--- config.mk ---
export PLATFORM = sky130hd
export DESIGN_NAME = tcsp_fifo
export DESIGN_NICKNAME = d
export VERILOG_FILES = /design/src/design/tcsp_fifo.sv
export SDC_FILE = /design/constraint.sdc
export NUM_CORES = 1
export LEC_CHECK = 0
export ABC_CLOCK_PERIOD_IN_PS = 2600
export BUFFER_PORTS_ARGS = -buffer_cell sky130_fd_sc_hd__buf_2
export CAP_MARGIN = 20
export CORE_AREA = 2 2 39 41
export DETAILED_ROUTE_END_ITERATION = 8
export DIE_AREA = 0 0 41 43
export GPL_TIMING_DRIVEN = 0
export PLACE_DENSITY_LB_ADDON = 0.25
export RECOVER_POWER = 25
export REMOVE_ABC_BUFFERS = 1
export SYNTH_ARGS = -nofsm -noshare
export SYNTH_HDL_FRONTEND = slang
export SYNTH_SLANG_ARGS = --single-unit
--- constraint.sdc ---
create_clock -name clk -period 2.6 [get_ports clk]
set_input_delay 0.52 -clock clk [delete_from_list [all_inputs] [get_ports clk]]
set_output_delay 0.52 -clock clk [all_outputs]
set_load 0.03 [all_outputs]
--- src/design/tcsp_fifo.sv ---
// small register queue with full and empty flags
module tcsp_fifo #(
  parameter type T = logic,
  parameter int DEPTH = 4
) (
  input  logic clk,
  input  logic rst,
  input  logic push,
  input  T     wdata,
  output logic full,
  input  logic pop,
  output T     rdata,
  output logic empty
);
  localparam int AW = $clog2(DEPTH);

  T mem [DEPTH];
  logic [AW-1:0] wptr, rptr;
  logic [AW:0]   count;
  logic          do_push, do_pop;

  assign full    = (count == (AW+1)'(DEPTH));
  assign empty   = (count == '0);
  assign do_push = push && !full;
  assign do_pop  = pop && !empty;
  assign rdata   = mem[rptr];

  always_ff @(posedge clk) begin
    if (do_push) begin
      mem[wptr] <= wdata;
    end
  end

  always_ff @(posedge clk) begin
    if (rst) begin
      wptr  <= '0;
      rptr  <= '0;
      count <= '0;
    end else begin
      if (do_push) begin
        wptr <= (wptr == AW'(DEPTH-1)) ? '0 : wptr + 1'b1;
      end
      if (do_pop) begin
        rptr <= (rptr == AW'(DEPTH-1)) ? '0 : rptr + 1'b1;
      end
      if (do_push && !do_pop) count <= count + 1'b1;
      else if (do_pop && !do_push) count <= count - 1'b1;
    end
  end
endmodule

# Word level (Yosys, flattened, before mapping)

Memories as Yosys holds them, arrays and structs flattened. A register that Yosys moved wholly into a read port is not among the register bits.
Index checks and enable logic that the tools add are counted.

Register bits after elaboration: 7
Latch bits: 0
Bits in writable memories: 4
Bits in read-only memories: 0
Input bits: 5
Output and inout port bits: 3
Word-level logic and storage cells: 29
Memories kept: 1

Memories:

| name | words | bits a word | read ports | clocked after memory_dff | write ports | line | RTL |
|---|---|---|---|---|---|---|---|
| mem  | 4     | 1           | 1          | 1                        | 1           | 17   | `T mem [DEPTH];` |

$add $sub $neg: 4
Multipliers: 0
Divide/modulo/power cells: 0
$lt $le $gt $ge: 0
Eq/ne operators: 3
Shifts and indexed selects: 0
Multiplexer cells: 8
Bitwise operators: 0
Reductions and logical operators: 10

Operators with widths:

| kind                | number |
|---|---|
| $mux 2              | 4 |
| $mux 3              | 2 |
| $add 2x1->2 const B | 2 |
| $eq 2x2->1 const B  | 2 |
| $logic_and 1x1->1   | 4 |
| $logic_not 1->1     | 4 |
| $add 3x1->3 const B | 1 |
| $eq 3x3->1 const B  | 1 |
| $logic_not 3->1     | 1 |
| $sub 3x1->3 const B | 1 |
| $mux 1              | 2 |
| $reduce_bool 2->1   | 1 |

# Depth between registers and ports, before layout

Depth after elaboration: 7
Mapped depth: 10
Gate-level depth less buffers: 9

# Least setup slack after synthesis

Ideal clock, no wire load.

Kind: reg2reg
From: register count[0]
To: register count[2]
Library setup time: 0.070 ns
Data arrival time: 2.001 ns
Path slack: 0.529 ns
Cell stages (with the launch flop): 11
Clock period less this slack: 2.071 ns
Cell sequence: dfxtp_1 -> or3b_1 -> buf_6 -> clkinv_8 -> nor2_4 -> ha_1 -> inv_1 -> fa_1 -> xor2_1 -> or3_1 -> a21oi_1

Longest elaborated chain between the ends: 6
Elaborated cells on any way between the ends: 15
Those cells by class: add/sub: 2; eq/ne: 1; mux: 2; reduce/logical: 10

RTL lines:

| item                               | line | RTL |
|---|---|---|
| start, declared                    | 19   | `logic [AW:0] count;` |
| start signal, assigned             | 46   | `if (do_push && !do_pop) count <= count + 1'b1;` |
| start signal, assigned             | 47   | `else if (do_pop && !do_push) count <= count - 1'b1;` |
| $eq 3x3->1 (*)                     | 22   | `assign full = (count == (AW+1)'(DEPTH));` |
| named net full                     | 10   | `output logic full,` |
| $logic_not 1->1 (*)                | 24   | `assign do_push = push && !full;` |
| $logic_and 1x1->1 (*)              | 24   |  |
| named net do_push                  | 20   | `logic do_push, do_pop;` |
| $logic_not 1->1                    | 47   |  |
| $logic_and 1x1->1                  | 47   |  |
| $reduce_bool 2->1 (no source line) | -    |  |

The timed path passes the listed nets; every way through them passes the cells marked *. The select of a mux whose other input is x is not followed.
A chain may end at the register's enable or synchronous reset.

# Final worst setup path

From: register count[0]
To: register count[2]

Longest elaborated chain between the ends: 6
Elaborated cells on any way between the ends: 15
Those cells by class: add/sub: 2; eq/ne: 1; mux: 2; reduce/logical: 10

RTL lines:

| item                               | line |
|---|---|
| $eq 3x3->1 (*)                     | 22 |
| $logic_not 1->1 (*)                | 24 |
| $logic_and 1x1->1 (*)              | 24 |
| named net do_push                  | 20 |
| $logic_not 1->1                    | 47 |
| $logic_and 1x1->1                  | 47 |
| $reduce_bool 2->1 (no source line) | - |

Marks and branches as above.

==> metrics.txt <==
largest net degree at the start of global routing=9; layout cells sized above 1=about a quarter; Initial Util=47.8%; Total Routing Usage GR=13.7%; clk sinks=13; Layout Area Growth over Synthesis=9.26%; Final Skew=7.27 ps; gpl congestion=0.784; top-count cell post-synth=dfxtp_1; total power=0.676 mW; Final period util=roughly nine tenths; drt total wl=approximately 890 µm; Congestion Overflow GR=0; num ports=8; first-pass GRT wire length=1.60 mm; nets=between 70 and 80; # rows=14; Commonest cells post-synth=9 x dfxtp_1, 6 x ha_1, 4 x and3_1, 4 x edfxtp_1; Synth Register Bits=13; Max-Slew Margin vs Limit=63.1%; Yosys top cell by area=dfxtp_1; Post-synth EDFFs=4; Detailed Place HPWL=723 µm; Max Cap Violations=0; max-slew violations=0; largest family of logic cells by synthesized area=adder cells; Internal=0.423 mW; post-synthesis instance area=662 µm²; pwr/cell area=just over 900 nW/µm²; Worst-Skew Late Latency=270 ps; initial antenna violation count=0; fmax=about 0.44 GHz; Clock Tree Buf Depth=2; post-CTS sizing=0; post-route minimum period=2290 ps; Final Hold Vio Count=0; vias per cell=4.96; peak supply drop=~0.45 mV; via count=a little under 400; slowest stage delay, CP=450 ps; Synth area leaders=dfxtp_1 27%, edfxtp_1 18%, ha_1 11%; RSZ-0062 raised after global routing=false; compound-cell area share of the yosys netlist=slightly above 8%; Post-synth ARST share=0%; hold buffers post-CTS=0; Port-buffer cells=7; Core Region=roughly 1400 µm²; CP Max Fanout=7; status=finished, final reports clean; crit path kind=register to register; Sw Share=37.4%; number of CTS-inserted buffers=3; postcts setup bufs=0; CTS tree=done; simple-gate area share of the yosys netlist=around 14%; Yosys top cell area share=27.2%; Seq/Total Area, Yosys=45.4%; critical path arrival=2500 ps; Seq pwr share=between 40% and 50%; worst path cell trace=or3b_1, clkinv_8, nor2_4, ha_1, inv_1, fa_1, xor2_1, or3_1, a21oi_1; NetSw=0.253 mW; crit start category=register; Post-Syn Instances=55; Wirelength per Cell=11.1 µm; Leakage=0.327 nW; Gate power share=38.3%; Die X-Extent=41 µm; Non-Filler Instances=80; Worst Path Required=2810 ps; htree depth=1; synth warn=0; antenna violation net count after detailed routing=0; synth unique cells=25; # setup viols final=0; Post-Synth Adder-Cell Area=14.4%; chip height=43 µm; Syn Area/Cell=roughly 12 µm²; Worst Hold Class=primary input to register; Fill cells=123; total die area=1760 µm²; Clock Power Share=18.1%; mux contribution to synthesized area=under 10%; clock slew at reported path FFs=about 80 ps; sum of negative setup slack=0 ps; Inst Count DP=76; Residual DRC=0; CTS root buf=clkbuf_4; vias in the first global route=409; DRT Pass-1 Iters=2; xor and xnor area share after synthesis=2.65%; ys flop type=dfxtp_1; # diodes=0; Worst Setup End Kind=register; initial DRC count=1; Slew @ Worst Pin=approximately 550 ps; Crit-path slowest cell=dfxtp_1
final cells by class:
| type | instances | area, µm² | share of cell area (%) |
|---|---|---|---|
| sequential | 13 | 300 | 41.5 |
| clock inverter | 1 | 5.00 | 0.692 |
| clock buffer | 3 | 22.5 | 3.11 |
| multi-input combinational | 35 | 297 | 41.0 |
| inverter | 5 | 45.0 | 6.23 |
| tap | 16 | 20.0 | 2.77 |
| timing repair buffer | 7 | 33.8 | 4.67 |
layer usage:
metal	part of all wire, %	global-route usage (%)	wire length (µm)	up-vias
met5	0	0	0	-
met4	0	8.00	0	0
met3	3.3	4.71	29	0
met2	50	20.9	441	4
met1	47	15.8	416	182
li1	-	-	-	211
cell families (layout without fill, tap and decap cells):
kind of cell,count (synthesis),in the layout
flip-flops,13,13
multiplexers,3,3
AND/OR/NAND/NOR,16,16
AO/OA/AOI/OAI,7,7
XOR/XNOR,2,2
buffers and inverters,7,16
adder cells (fa/ha/maj),7,7
cell usage in the layout (no fill, tap or decap):
| cell type | count |
|---|---|
| dfxtp_1 | 9 |
| fa_1 | 1 |
| o21ai_0 | 1 |
| nand3_1 | 2 |
| nor3_1 | 2 |
| bufinv_8 | 1 |
| mux2i_1 | 2 |
| or3b_1 | 1 |
| or3_1 | 2 |
| clkbuf_4 | 3 |
| o31ai_1 | 1 |
| o31ai_2 | 1 |
| xor2_1 | 2 |
| mux4_2 | 1 |
| o21ai_1 | 1 |
| nor2_4 | 1 |
| clkbuf_1 | 1 |
| buf_2 | 6 |
| nor2_1 | 3 |
| a21oi_2 | 1 |
| a21oi_1 | 2 |
| edfxtp_1 | 4 |
| nand2_1 | 1 |
| clkinv_2 | 1 |
| and3_1 | 4 |
| ha_1 | 6 |
| clkinv_8 | 1 |
| inv_1 | 3 |
critical path, delay by kind of cell (launching register included):
kind | cells | cell delay (ps)
flip-flops | 1 | 450
AND/OR/NAND/NOR | 3 | 790
adder cells (fa/ha/maj) | 2 | 560
XOR/XNOR | 1 | 150
AO/OA/AOI/OAI | 1 | 150
buffers and inverters | 2 | 140
path summary, 6_finish.rpt:
| kind | startpoint | end | slack, ps | cells after the start |
|---|---|---|---|---|
| setup / recovery | count[0]$_SDFFE_PP0P_ | count[2]$_SDFFE_PP0P_ | 310 | 9 |
| hold / removal | wdata | mem[3]$_DFFE_PP_ | 500 | 1 |
| setup reg to reg | count[0]$_SDFFE_PP0P_ | count[2]$_SDFFE_PP0P_ | 310 | 9 |
| hold reg to reg | rptr[0]$_SDFFE_PP0P_ | register | 520 | 2 |
power by group through the flow:
| stage | clock network, mW | registers (mW) | logic [mW] |
|---|---|---|---|
| 6_report | 0.122 | 0.294 | 0.259 |
| 5_1_grt | 0.136 | 0.303 | 0.292 |
| 4_1_cts | 0.125 | 0.299 | 0.266 |
| 3_5_place_dp | 0 | 0.304 | 0.265 |
| 3_3_place_gp | 0 | 0.301 | 0.258 |
| 2_1_floorplan | 0 | 0.292 | 0.213 |
stage by stage:
stage,util (%),setup WS [ps],hold slack (ps),cell area [µm²]
2_1_floorplan,-,415,456,647
3_3_place_gp,50.7,312,488,702
3_5_place_dp,50.7,288,499,702
4_1_cts,52.7,252,456,729
5_1_grt,52.3,92.7,507,723
6_report,52.3,306,502,723
Power figures use the tool's default switching activity.
